--- src/hw/rtl/bcd_pkg.sv ---
// shared constants, widths and control types for the band centroid deviation block
// no dependencies; imported by bcd_div and band_centroid_deviation
`timescale 1ns / 1ps
`default_nettype none

package bcd_pkg;

  // frame and field sizes
  localparam int MAX_BINS  = 1024;
  localparam int MAG_BITS  = 16;
  localparam int PEAK_W    = 16;
  localparam int BINW_W    = 20;
  localparam int DEV_W     = 16;
  localparam int IDX_W     = $clog2(MAX_BINS + 1);
  localparam int SUM0_W    = 26;
  localparam int SUM1_W    = 36;
  localparam int FRAC_BITS = 14;

  // centroid terms: a = peak * sum0 * 256, b = sum1 * bin_width
  localparam int A_W = PEAK_W + SUM0_W + 8;
  localparam int B_W = SUM1_W + BINW_W;

  // shared multiplier operands
  localparam int MUL_A_W  = SUM0_W;
  localparam int MUL_B_W  = BINW_W;
  localparam int MUL_P_W  = MUL_A_W + MUL_B_W;
  localparam int HALF_W   = SUM1_W / 2;
  localparam int HPROD_W  = HALF_W + BINW_W;

  // shared divider
  localparam int DIV_N_W = B_W + FRAC_BITS;
  localparam int DIV_D_W = A_W;
  localparam int DIV_Q_W = DEV_W;
  localparam int STEP_W  = $clog2(DIV_N_W + 1);

  // band edges: floor(tenths_q8 * peak / (10 * bin_width))
  localparam int LOW_TENTHS_Q8  = 2304;
  localparam int HIGH_TENTHS_Q8 = 4864;
  localparam int BAND_NUM_W     = 29;
  localparam int DEN_W          = BINW_W + 4;

  // configuration register indexes
  localparam int CFG_IDX_W = 4;
  localparam int CFG_DATA_W = BINW_W;
  localparam logic [CFG_IDX_W-1:0] CFG_PEAK = CFG_IDX_W'(0);
  localparam logic [CFG_IDX_W-1:0] CFG_BINW = CFG_IDX_W'(1);

  // reset values
  localparam int PEAK_RST = 100;
  localparam int BINW_RST = 22049;
  localparam int BAND_LOW_RAW  = (LOW_TENTHS_Q8 * PEAK_RST) / (10 * BINW_RST);
  localparam int BAND_HIGH_RAW = (HIGH_TENTHS_Q8 * PEAK_RST) / (10 * BINW_RST);
  localparam int BAND_LOW_RST  = (BAND_LOW_RAW > MAX_BINS) ? MAX_BINS : BAND_LOW_RAW;
  localparam int BAND_HIGH_RST = (BAND_HIGH_RAW > MAX_BINS) ? MAX_BINS : BAND_HIGH_RAW;

  // special deviation values
  localparam logic [DEV_W-1:0] DEV_SAT   = '1;
  localparam logic [DEV_W-1:0] DEV_EMPTY = DEV_W'(1 << FRAC_BITS);

  typedef struct packed {
    logic              start;
    logic [STEP_W-1:0] steps;
  } div_req_t;

  typedef struct packed {
    logic busy;
    logic done;
    logic ovf;
  } div_stat_t;

endpackage

`default_nettype wire

--- src/hw/rtl/bcd_div.sv ---
// restoring divider, one quotient bit per cycle, shared by band edges and deviation
// keeps the low quotient bits and a sticky flag for any higher bit; uses bcd_pkg
`timescale 1ns / 1ps
`default_nettype none

module bcd_div
  import bcd_pkg::*;
(
  input  wire logic               clk,
  input  wire logic               rst_n,
  input  wire div_req_t           req,
  input  wire logic [DIV_N_W-1:0] n,
  input  wire logic [DIV_D_W-1:0] d,
  output div_stat_t               stat,
  output logic      [DIV_Q_W-1:0] q
);

  logic              busy_r;
  logic              done_r;
  logic [STEP_W-1:0] cnt_r;
  logic [DIV_N_W-1:0] n_r;
  logic [DIV_D_W-1:0] d_r;
  logic [DIV_D_W-1:0] rem_r;
  logic [DIV_D_W-1:0] rem_nxt;
  logic [DIV_Q_W-1:0] q_r;
  logic               ovf_r;
  logic [DIV_D_W:0]   rem_shift;
  logic [DIV_D_W:0]   rem_sub;
  logic               take;

  // one restoring step
  always_comb begin
    rem_shift = {rem_r, n_r[DIV_N_W-1]};
    rem_sub   = rem_shift - {1'b0, d_r};
    take      = !rem_sub[DIV_D_W];
    rem_nxt   = take ? rem_sub[DIV_D_W-1:0] : rem_shift[DIV_D_W-1:0];
  end

  always_ff @(posedge clk) begin
    if (!rst_n) begin
      busy_r <= 1'b0;
      done_r <= 1'b0;
      cnt_r  <= '0;
    end else begin
      done_r <= 1'b0;
      if (req.start) begin
        busy_r <= 1'b1;
        cnt_r  <= req.steps;
      end else if (busy_r) begin
        cnt_r <= cnt_r - STEP_W'(1);
        if (cnt_r == STEP_W'(1)) begin
          busy_r <= 1'b0;
          done_r <= 1'b1;
        end
      end
    end
  end

  always_ff @(posedge clk) begin
    if (req.start) begin
      n_r   <= n;
      d_r   <= d;
      rem_r <= '0;
      q_r   <= '0;
      ovf_r <= 1'b0;
    end else if (busy_r) begin
      n_r   <= {n_r[DIV_N_W-2:0], 1'b0};
      rem_r <= rem_nxt;
      q_r   <= {q_r[DIV_Q_W-2:0], take};
      ovf_r <= ovf_r | q_r[DIV_Q_W-1];
    end
  end

  assign stat.busy = busy_r;
  assign stat.done = done_r;
  assign stat.ovf  = ovf_r;
  assign q         = q_r;

endmodule

`default_nettype wire

--- src/hw/rtl/band_centroid_deviation.sv ---
// top level: band-limited spectral centroid and its relative deviation from a peak
// depends on bcd_pkg and bcd_div
//
// usage
// - in_ channel: one spectrum bin per item (in_magnitude), in_last_bin on the final
//   bin of a frame; bins are numbered from 0 inside the block. while idle a bin is
//   taken every cycle; bins in [band_low, band_high) add to the two sums
// - the final bin starts the end-of-frame sequence: three passes through the
//   shared multiplier, then the shared restoring divider at one quotient bit per
//   cycle (70 steps); out_valid rises when the result enters the output register,
//   and the divide is skipped when the peak is zero or the band is empty
// - in_stall stays high from the last bin until the result enters the output
//   register; in_stall is also high whenever cfg_valid is high
// - out_ channel: one item per frame, out_deviation (unsigned q2.14, saturating)
//   and out_band_empty; a stalled receiver only holds the next frame's result
// - cfg_ channel: index 0 peak frequency, index 1 bin_width; cfg_ready is high
//   only while idle. a write recomputes both band edges on the divider, 29 steps
//   each, with cfg_ready low and bins stalled. other indexes are ignored
// - reset (rst_n low, synchronous) loads peak 100, bin width 22049, the matching
//   band edges, and clears sums, bin counter and out_valid
`timescale 1ns / 1ps
`default_nettype none

module band_centroid_deviation
  import bcd_pkg::*;
(
  input  wire logic                  clk,
  input  wire logic                  rst_n,
  // bin input
  input  wire logic                  in_valid,
  output logic                       in_stall,
  input  wire logic [MAG_BITS-1:0]   in_magnitude,
  input  wire logic                  in_last_bin,
  // result output
  output logic                       out_valid,
  input  wire logic                  out_stall,
  output logic      [DEV_W-1:0]      out_deviation,
  output logic                       out_band_empty,
  // register writes
  input  wire logic                  cfg_valid,
  output logic                       cfg_ready,
  input  wire logic [CFG_IDX_W-1:0]  cfg_index,
  input  wire logic [CFG_DATA_W-1:0] cfg_data
);

  // sequencer codes
  localparam logic [3:0] ST_IDLE     = 4'd0;
  localparam logic [3:0] ST_BL_START = 4'd1;
  localparam logic [3:0] ST_BL_WAIT  = 4'd2;
  localparam logic [3:0] ST_BH_START = 4'd3;
  localparam logic [3:0] ST_BH_WAIT  = 4'd4;
  localparam logic [3:0] ST_MUL_A    = 4'd5;
  localparam logic [3:0] ST_MUL_B0   = 4'd6;
  localparam logic [3:0] ST_MUL_B1   = 4'd7;
  localparam logic [3:0] ST_D_START  = 4'd8;
  localparam logic [3:0] ST_D_WAIT   = 4'd9;
  localparam logic [3:0] ST_OUT      = 4'd10;

  logic [3:0]          state_r;

  // configuration and band edges
  logic [PEAK_W-1:0]   peak_r;
  logic [BINW_W-1:0]   binw_r;
  logic [IDX_W-1:0]    band_low_r;
  logic [IDX_W-1:0]    band_high_r;

  // frame accumulation
  logic [IDX_W-1:0]    idx_r;
  logic [SUM0_W-1:0]   sum0_r;
  logic [SUM1_W-1:0]   sum1_r;

  // end-of-frame terms
  logic [A_W-1:0]      a_r;
  logic [HPROD_W-1:0]  blo_r;
  logic [B_W-1:0]      b_r;
  logic [DEV_W-1:0]    dev_r;

  // output register
  logic                out_valid_r;
  logic [DEV_W-1:0]    out_dev_r;
  logic                out_empty_r;

  logic                in_take;
  logic                cfg_take;
  logic                in_band;
  logic [SUM1_W-1:0]   wprod;

  logic [MUL_A_W-1:0]  mul_a;
  logic [MUL_B_W-1:0]  mul_b;
  logic [MUL_P_W-1:0]  mul_p;

  logic [BINW_W-1:0]   w_eff;
  logic [DEN_W-1:0]    band_den;
  logic [BAND_NUM_W-1:0] band_num;
  logic [B_W-1:0]      a_ext;
  logic [B_W-1:0]      diff;
  logic                empty;
  logic [IDX_W-1:0]    band_q;

  div_req_t            div_req;
  div_stat_t           div_stat;
  logic [DIV_N_W-1:0]  div_n;
  logic [DIV_D_W-1:0]  div_d;
  logic [DIV_Q_W-1:0]  div_q;

  // handshakes; a register write wins over a bin in the same cycle
  assign cfg_ready = (state_r == ST_IDLE);
  assign cfg_take  = cfg_valid && cfg_ready;
  assign in_stall  = (state_r != ST_IDLE) || cfg_valid;
  assign in_take   = in_valid && !in_stall;

  assign out_valid      = out_valid_r;
  assign out_deviation  = out_dev_r;
  assign out_band_empty = out_empty_r;

  // per-bin accumulate
  assign in_band = (idx_r >= band_low_r) && (idx_r < band_high_r);
  assign wprod   = SUM1_W'(in_magnitude) * SUM1_W'(idx_r);

  // shared multiplier: peak * sum0, then the two halves of sum1 * bin_width
  always_comb begin
    case (state_r)
      ST_MUL_A: begin
        mul_a = sum0_r;
        mul_b = MUL_B_W'(peak_r);
      end
      ST_MUL_B0: begin
        mul_a = MUL_A_W'(sum1_r[HALF_W-1:0]);
        mul_b = binw_r;
      end
      ST_MUL_B1: begin
        mul_a = MUL_A_W'(sum1_r[SUM1_W-1:HALF_W]);
        mul_b = binw_r;
      end
      default: begin
        mul_a = '0;
        mul_b = '0;
      end
    endcase
  end
  assign mul_p = MUL_P_W'(mul_a) * MUL_P_W'(mul_b);

  // band edge operands; a zero bin width counts as the smallest step
  assign w_eff    = (binw_r == '0) ? BINW_W'(1) : binw_r;
  assign band_den = {1'b0, w_eff, 3'b000} + {3'b000, w_eff, 1'b0};
  assign band_num = (state_r == ST_BH_START)
                  ? BAND_NUM_W'(HIGH_TENTHS_Q8) * BAND_NUM_W'(peak_r)
                  : BAND_NUM_W'(LOW_TENTHS_Q8) * BAND_NUM_W'(peak_r);

  // deviation operands
  assign a_ext = B_W'(a_r);
  assign diff  = (a_ext > b_r) ? (a_ext - b_r) : (b_r - a_ext);
  assign empty = (sum0_r == '0);

  // divider requests
  always_comb begin
    div_req.start = 1'b0;
    div_req.steps = STEP_W'(BAND_NUM_W);
    div_n         = {band_num, (DIV_N_W - BAND_NUM_W)'(0)};
    div_d         = DIV_D_W'(band_den);
    case (state_r)
      ST_BL_START, ST_BH_START: begin
        div_req.start = 1'b1;
      end
      ST_D_START: begin
        div_req.start = (peak_r != '0) && !empty;
        div_req.steps = STEP_W'(DIV_N_W);
        div_n         = {diff, FRAC_BITS'(0)};
        div_d         = a_r;
      end
      default: begin
      end
    endcase
  end

  // band edges clamp at the frame limit
  assign band_q = (div_stat.ovf || ({1'b0, div_q} > (DIV_Q_W + 1)'(MAX_BINS)))
                ? IDX_W'(MAX_BINS) : IDX_W'(div_q);

  bcd_div u_div (
    .clk   (clk),
    .rst_n (rst_n),
    .req   (div_req),
    .n     (div_n),
    .d     (div_d),
    .stat  (div_stat),
    .q     (div_q)
  );

  // sequencer and control state
  always_ff @(posedge clk) begin
    if (!rst_n) begin
      state_r     <= ST_IDLE;
      peak_r      <= PEAK_W'(PEAK_RST);
      binw_r      <= BINW_W'(BINW_RST);
      band_low_r  <= IDX_W'(BAND_LOW_RST);
      band_high_r <= IDX_W'(BAND_HIGH_RST);
      idx_r       <= '0;
      sum0_r      <= '0;
      sum1_r      <= '0;
      out_valid_r <= 1'b0;
    end else begin
      if (out_valid_r && !out_stall) begin
        out_valid_r <= 1'b0;
      end
      case (state_r)
        ST_IDLE: begin
          if (cfg_take) begin
            case (cfg_index)
              CFG_PEAK: begin
                peak_r  <= cfg_data[PEAK_W-1:0];
                state_r <= ST_BL_START;
              end
              CFG_BINW: begin
                binw_r  <= cfg_data[BINW_W-1:0];
                state_r <= ST_BL_START;
              end
              default: begin
              end
            endcase
          end else if (in_take) begin
            if (in_band) begin
              sum0_r <= sum0_r + SUM0_W'(in_magnitude);
              sum1_r <= sum1_r + wprod;
            end
            if (idx_r < IDX_W'(MAX_BINS)) begin
              idx_r <= idx_r + IDX_W'(1);
            end
            if (in_last_bin) begin
              state_r <= ST_MUL_A;
            end
          end
        end
        ST_BL_START: state_r <= ST_BL_WAIT;
        ST_BL_WAIT: begin
          if (div_stat.done) begin
            band_low_r <= band_q;
            state_r    <= ST_BH_START;
          end
        end
        ST_BH_START: state_r <= ST_BH_WAIT;
        ST_BH_WAIT: begin
          if (div_stat.done) begin
            band_high_r <= band_q;
            state_r     <= ST_IDLE;
          end
        end
        ST_MUL_A:  state_r <= ST_MUL_B0;
        ST_MUL_B0: state_r <= ST_MUL_B1;
        ST_MUL_B1: state_r <= ST_D_START;
        ST_D_START: begin
          // zero peak saturates, empty band reads as a ratio of one
          state_r <= (div_req.start) ? ST_D_WAIT : ST_OUT;
        end
        ST_D_WAIT: begin
          if (div_stat.done) begin
            state_r <= ST_OUT;
          end
        end
        ST_OUT: begin
          if (!out_valid_r || !out_stall) begin
            out_valid_r <= 1'b1;
            idx_r       <= '0;
            sum0_r      <= '0;
            sum1_r      <= '0;
            state_r     <= ST_IDLE;
          end
        end
        default: state_r <= ST_IDLE;
      endcase
    end
  end

  // end-of-frame payload
  always_ff @(posedge clk) begin
    case (state_r)
      ST_MUL_A:  a_r   <= {mul_p[PEAK_W+SUM0_W-1:0], 8'b0};
      ST_MUL_B0: blo_r <= mul_p[HPROD_W-1:0];
      ST_MUL_B1: b_r   <= B_W'(blo_r) + {mul_p[B_W-HALF_W-1:0], HALF_W'(0)};
      ST_D_START: begin
        if (peak_r == '0) begin
          dev_r <= DEV_SAT;
        end else if (empty) begin
          dev_r <= DEV_EMPTY;
        end
      end
      ST_D_WAIT: begin
        if (div_stat.done) begin
          dev_r <= div_stat.ovf ? DEV_SAT : div_q;
        end
      end
      ST_OUT: begin
        if (!out_valid_r || !out_stall) begin
          out_dev_r   <= dev_r;
          out_empty_r <= empty;
        end
      end
      default: begin
      end
    endcase
  end

endmodule

`default_nettype wire

--- config.mk ---
export PLATFORM = sky130hd
export DESIGN_NAME = band_centroid_deviation
export DESIGN_NICKNAME = d
export VERILOG_FILES = /design/src/hw/rtl/bcd_pkg.sv /design/src/hw/rtl/bcd_div.sv /design/src/hw/rtl/band_centroid_deviation.sv
export SDC_FILE = /design/constraint.sdc
export NUM_CORES = 2
export LEC_CHECK = 0
export BUFFER_PORTS_ARGS = -buffer_cell sky130_fd_sc_hd__buf_2
export CORE_MARGIN = 1.5
export CORE_UTILIZATION = 60
export DETAILED_ROUTE_END_ITERATION = 16
export PLACE_DENSITY_LB_ADDON = 0.25
export SLEW_MARGIN = 20
export SYNTH_ARGS = -nofsm -noshare
export SYNTH_HDL_FRONTEND = slang
export SYNTH_SLANG_ARGS = --single-unit
export TNS_END_PERCENT = 10
--- constraint.sdc ---
create_clock -name clk -period 16.6 [get_ports clk]
set_clock_uncertainty 0.1 [all_clocks]
set_input_delay 4.15 -clock clk [delete_from_list [all_inputs] [get_ports clk]]
set_output_delay 4.15 -clock clk [all_outputs]
set_load 0.03 [all_outputs]
Word level (Yosys, flattened, before mapping). Index checks and enable logic that the tools add are counted.

Output and inout port bits: 20. Flip-flop bits (word level): 501. Logic and storage cells: 158. Input bits: 46.

Bitwise logic cells: 3. Muxes and demuxes: 52. Multipliers: 4. Magnitude comparators: 5. $add $sub $neg: 9. Eq/ne operators: 24. Reductions and logical operators: 36.

Operators by type and width (number): 2-to-1 mux 70 bit (3); 2-to-1 mux 36 bit (4); 2-to-1 mux 26 bit (4); one-hot mux 26 bit (3 select lines) (1); one-hot mux 36 bit (2 select lines) (1); 2-to-1 mux 16 bit (4); adder 38 x 56 -> 56 bit (1); greater-than comparator 50 x 56 -> 1 bit (1); 2-to-1 mux 56 bit (1); subtractor 50 x 56 -> 56 bit (1); subtractor 56 x 50 -> 56 bit (1); 2-to-1 mux 11 bit (5); one-hot mux 26 bit (2 select lines) (1); subtractor 51 x 50 -> 51 bit (1); 2-to-1 mux 50 bit (1); one-hot mux 4 bit (11 select lines) (1); multiplier 26 x 20 -> 42 bit (1); one-hot mux 20 bit (2 select lines) (1); adder 36 x 27 -> 36 bit (1); 2-to-1 mux 4 bit (8); one-hot mux 16 bit (2 select lines) (1); 2-to-1 mux 29 bit (1); multiplier 16 x 11 -> 27 bit (1); adder 26 x 16 -> 26 bit (1); other kinds (44) (87).

Longest topological paths before layout.
Depth in word-level cells: 7. Depth in mapped cells: 42.

By module. A second synthesis with hierarchy kept.

Cells, all modules: 6422. Area, all modules: 55986.2 µm².

Modules (own cells, without submodules): band_centroid_deviation (times used 1, seq. area each 7797.5 µm², cells an instance 5404, area each 45366.0 µm²); bcd_div (times used 1, seq. area each 5124.9 µm², cells an instance 1018, area each 10620.2 µm²).

Least setup slack after synthesis. No wires, ideal clock.

Path type: reg2reg. Start: register state_r[2]. End: register b_r[55] (data pin). Data arrival time: 10.555 ns. Setup time: 0.263 ns. Path slack: 5.682 ns. Stages on the path, launching flop included: 39. Clock period less this slack: 10.918 ns. Required time: 16.237 ns. Cells stage by stage: dfxtp_1 -> clkbuf_1 -> nand2_1 -> nor2_1 -> and2_1 -> clkbuf_1 -> clkbuf_1 -> nand2_1 -> and2_1 -> clkbuf_1 -> nor2_1 -> fa_1 -> fa_1 -> inv_1 -> fa_1 -> inv_1 -> fa_1 -> fa_1 -> (+3 left out) -> inv_1 -> ha_1 -> clkbuf_1 -> o2111ai_1 -> nor2_1 -> a211o_1 -> a21o_1 -> xnor2_1 -> ha_1 -> a21o_1 -> a21o_1 -> a21o_1 -> o21a_1 -> o21a_1 -> and3_1 -> and3_1 -> nand4_1 -> xnor2_1.

Longest elaborated chain between the ends: 5. Elaborated cells between the ends (all ways): 8. Classes of those cells: add/sub: 1; mul: 1; eq/ne: 3; mux: 2; reduce/logical: 1.

RTL lines: start, declared (RTL line band_centroid_deviation.sv:59) `logic [3:0] state_r;`; start signal, assigned (RTL line band_centroid_deviation.sv:253) `state_r <= (div_req.start) ? ST_D_WAIT : ST_OUT;`; equality test 4 x 3 -> 1 bit (RTL line band_centroid_deviation.sv:122) `case (state_r)`; OR reduction 2 bit (no line); one-hot mux 20 bit (2 select lines) (RTL line band_centroid_deviation.sv:122); multiplier 26 x 20 -> 42 bit (*) (RTL line band_centroid_deviation.sv:141) `assign mul_p = MUL_P_W'(mul_a) * MUL_P_W'(mul_b);`; named net mul_p[16] (RTL line band_centroid_deviation.sv:90) `logic [MUL_P_W-1:0] mul_p;`; adder 38 x 56 -> 56 bit (*) (RTL line band_centroid_deviation.sv:279) `ST_MUL_B1: b_r <= B_W'(blo_r) + {mul_p[B_W-HALF_W-1:0], HALF_W'(0)};`; end signal, assigned (RTL line band_centroid_deviation.sv:279); end, declared (RTL line band_centroid_deviation.sv:75) `logic [B_W-1:0] b_r;`.

The timed path passes the listed nets; every way through them passes the cells marked *. A chain may end at the register's enable or synchronous reset.

Worst setup path in the final report.
Start: register state_r[0]. End: register b_r[55] (data pin).

The elaborated chain is that of the path after synthesis.

==> summary.txt <==
Outcome
  – Status: completed

Routing
  – Drt first-iter violations: 4517
  – Routed vias/inst: 6.074
  – Final WL: 157.5 mm
  – Post-route DRC: 0
  – Vias: 44800
  – Pre-antenna DRT Iters: 6
  – WL per Instance: 21.35 um
  – Antenna-violating nets left: 0

Logic synthesis
  – Netlist cell types: 103
  – Synth warn: 0
  – Cell count after synthesis: 6267
  – Mean Syn Cell Area: 8.714 um2
  – Yosys reg bits: 486
  – Number of synthesized flops with an enable pin: 274
  – Synth Flop Type: edfxtp_1
  – Ys async rst share: 0%
  – Post-synthesis sequential area ratio: 22.84%
  – Post-Syn Area: 54610 um2

Finish
  – Most common cell after layout, fill and taps aside: inv_1
  – Final instance area: 57500 um2
  – Flip-flop and latch area: 12480 um2
  – Multi-input gate area: 37530 um2
  – Fraction of layout cells with a size suffix above 1: 4.324%
  – Synthesis-to-finish area growth: 5.297%
  – Filler cells: 7555
  – Fin nets: 7249
  – Non-Filler Instances: 7375
  – Commonest non-fill, non-tap cells in the layout: inv_1 (927), nand2_1 (738), fa_1 (594)

Die
  – Die X: 304.7 um
  – Boundary Pins: 66
  – Core ar.: 90150 um2
  – Die area: 92840 um2
  – Initial Util: 60.58%
  – Die height: 304.7 um
  – FP Rows: 110

STA
  – Fin crit period: 11.21 ns
  – Fin crit share: 67.51%
  – Actual slew at the worst max-slew pin: 1.222 ns
  – PnR worst setup slack: 5.394 ns
  – Final setup TNS: 0 ns
  – Max Clock Freq: 0.08924 GHz
  – RSZ-0062 raised after global routing: no
  – Worst hold slack: 0.2795 ns
  – Final-report max-slew violation count: 0
  – Final setup viols: 0
  – Final hold violation count: 0
  – Slew headroom: 18.56%

Power and ir drop
  – Pwr/cell area: 81.58 nW/um2
  – Int Pwr: 0.002918 W
  – Clk pwr share: 26.0%
  – Sw Share: 37.79%
  – Combinational share of power: 38.6%
  – Peak supply drop: 87.43 uV
  – Psw: 0.001773 W
  – Flop pwr share: 35.4%
  – Leakage power: 26.76 nW

GRT
  – Largest net degree at the start of global routing: 96
  – Vias in the first global route: 44940
  – Antenna violations before repair: 2
  – Overflow after GRT: 0
  – Total global-route track usage: 34.26%
  – First-pass GRT wire length: 249.5 mm

Placed design
  – Number of port buffers: 65
  – Dpl ws: 5.767 ns
  – Routability cong.: 0.9936
  – Placed insts: 7270
  – Post-DP HPWL: 123.9 mm
  – Post-DP Area: 55690 um2

Clock network
  – CTS tree: done
  – CTS Hold Bufs: 0
  – Reg clk slew, reported paths: 0.07 ns
  – CTS Buf Count: 54
  – H-tree levels: 2
  – Clk sink count: 486
  – Post CTS Setup Buffer Count: 0
  – Clk root buf: clkbuf_16
  – Post_cts resized: 0
  – Clk_lat worst skew: 0.68 ns
  – Clk buf depth: 3

Hold path
  – HP Start: blo_r[2]$_DFFE_PN_
  – Worst hold path depth: 0
  – Worst Hold Class: reg2reg
  – Hold endpoint: b_r[2]$_DFFE_PN_

Setup path
  – Kind of end point of the critical path: flop
  – Setup CP Type: reg2reg
  – Crit path buffers/inverters: 4
  – Reg2reg path depth: 34
  – Max incr delay on CP: 0.83 ns
  – RR Endpoint: b_r[55]$_DFFE_PN_
  – Critical R2R Launch: state_r[0]$_SDFFE_PN0P_
  – Critical Path RT: 16.89 ns
  – Crit path DAT: 11.49 ns
  – Most frequent cell on the critical path: fa_1
  – Slowest CP cell: buf_4
  – Worst R2R Setup Slack: 5.39 ns
  – Crit path max fanout: 66
  – Delay-heaviest family, CP: adder cells
  – Crit path launch type: flop

Job
  – Max_cap viols: 0
state kept, by name (all words and copies together) (netlist names), 4 cells and up:
signal / cells
b_r: 56
u_div.n_r: 56
u_div.rem_r: 50
u_div.d_r: 49
a_r: 42
blo_r: 38
sum1_r: 36
sum0_r: 26
binw_r: 20
dev_r: 16
out_deviation: 16
peak_r: 16
u_div.q: 16
band_high_r: 11
band_low_r: 11
idx_r: 11
u_div.cnt_r: 7
state_r: 4
worst max path at each step:
stage                            start                end  slack [ns]  depth (start not counted)
2_1_floorplan  state_r[2]$_SDFFE_PN0P_  b_r[55]$_DFFE_PN_        5.68                         38
3_3_place_gp   state_r[0]$_SDFFE_PN0P_  b_r[55]$_DFFE_PN_        5.91                         34
3_5_place_dp   state_r[0]$_SDFFE_PN0P_  b_r[52]$_DFFE_PN_        5.77                         30
4_1_cts        state_r[0]$_SDFFE_PN0P_  b_r[52]$_DFFE_PN_        5.69                         30
5_1_grt        state_r[0]$_SDFFE_PN0P_  b_r[55]$_DFFE_PN_        4.93                         34
6_report       state_r[0]$_SDFFE_PN0P_  b_r[55]$_DFFE_PN_        5.39                         34
layout make-up:
class	instances	share of cell area, %
multi-input cells	4561	65.27
flip-flops and latches	486	21.70
inverters	928	6.060
well taps	1176	2.559
clock buffers	69	2.472
repair buffers	121	1.310
clock inverters	33	0.6267
diodes	1	0.004352
cells in the mapped netlist (124+ instances only):
cell / instances / share of area, %
xnor2_1: 171 / 2.7
fa_1: 594 / 22
nor2_1: 527 / 3.6
dfxtp_1: 212 / 7.8
edfxtp_1: 274 / 15
inv_1: 928 / 6.4
a21oi_1: 357 / 3.3
ha_1: 457 / 10
nand3_1: 124 / 1.1
a21o_1: 144 / 2.0
clkbuf_1: 272 / 1.9
nand2_1: 740 / 5.1
o21ai_0: 244 / 2.2
per-stage QoR:
stage / utilization, % / power (W)
5_1_grt: 63.79 / 0.004984
4_1_cts: 63.76 / 0.004684
2_1_floorplan: - / 0.003032
3_3_place_gp: 61.78 / 0.003419
6_report: 63.79 / 0.004691
3_5_place_dp: 61.78 / 0.003462
routing by layer:
layer	vias to the layer above	part of all wire [%]	global-route usage (%)	routed length, um
li1	20470	-	-	-
met1	21870	41	46.37	63950
met2	2059	45	54.14	70420
met3	403	9.9	6.411	15580
met4	0	4.8	14.42	7515
met5	-	0	0	0
power groups by stage:
stage	Clock (W)	Combinational, W	Sequential [W]
5_1_grt	0.00128	0.00202	0.00168
3_5_place_dp	0	0.00178	0.00168
3_3_place_gp	0	0.00174	0.00167
6_report	0.00122	0.00181	0.00166
4_1_cts	0.00123	0.00179	0.00166
2_1_floorplan	0	0.00141	0.00162
cells by family after synthesis:
logic type                 after synthesis  share of synthesized area, %
muxes                                   76                         1.409
and+or+nand+nor                       1882                         15.49
buffers and inverters                 1240                         8.663
AOI/OAI and AO/OA                     1267                         15.09
other                                    2                       0.01375
DFF                                    486                         22.84
adders and majority gates             1052                         32.26
xor gates and xnor gates               262                         4.236
Note: power is estimated with default switching activity, not from simulation.
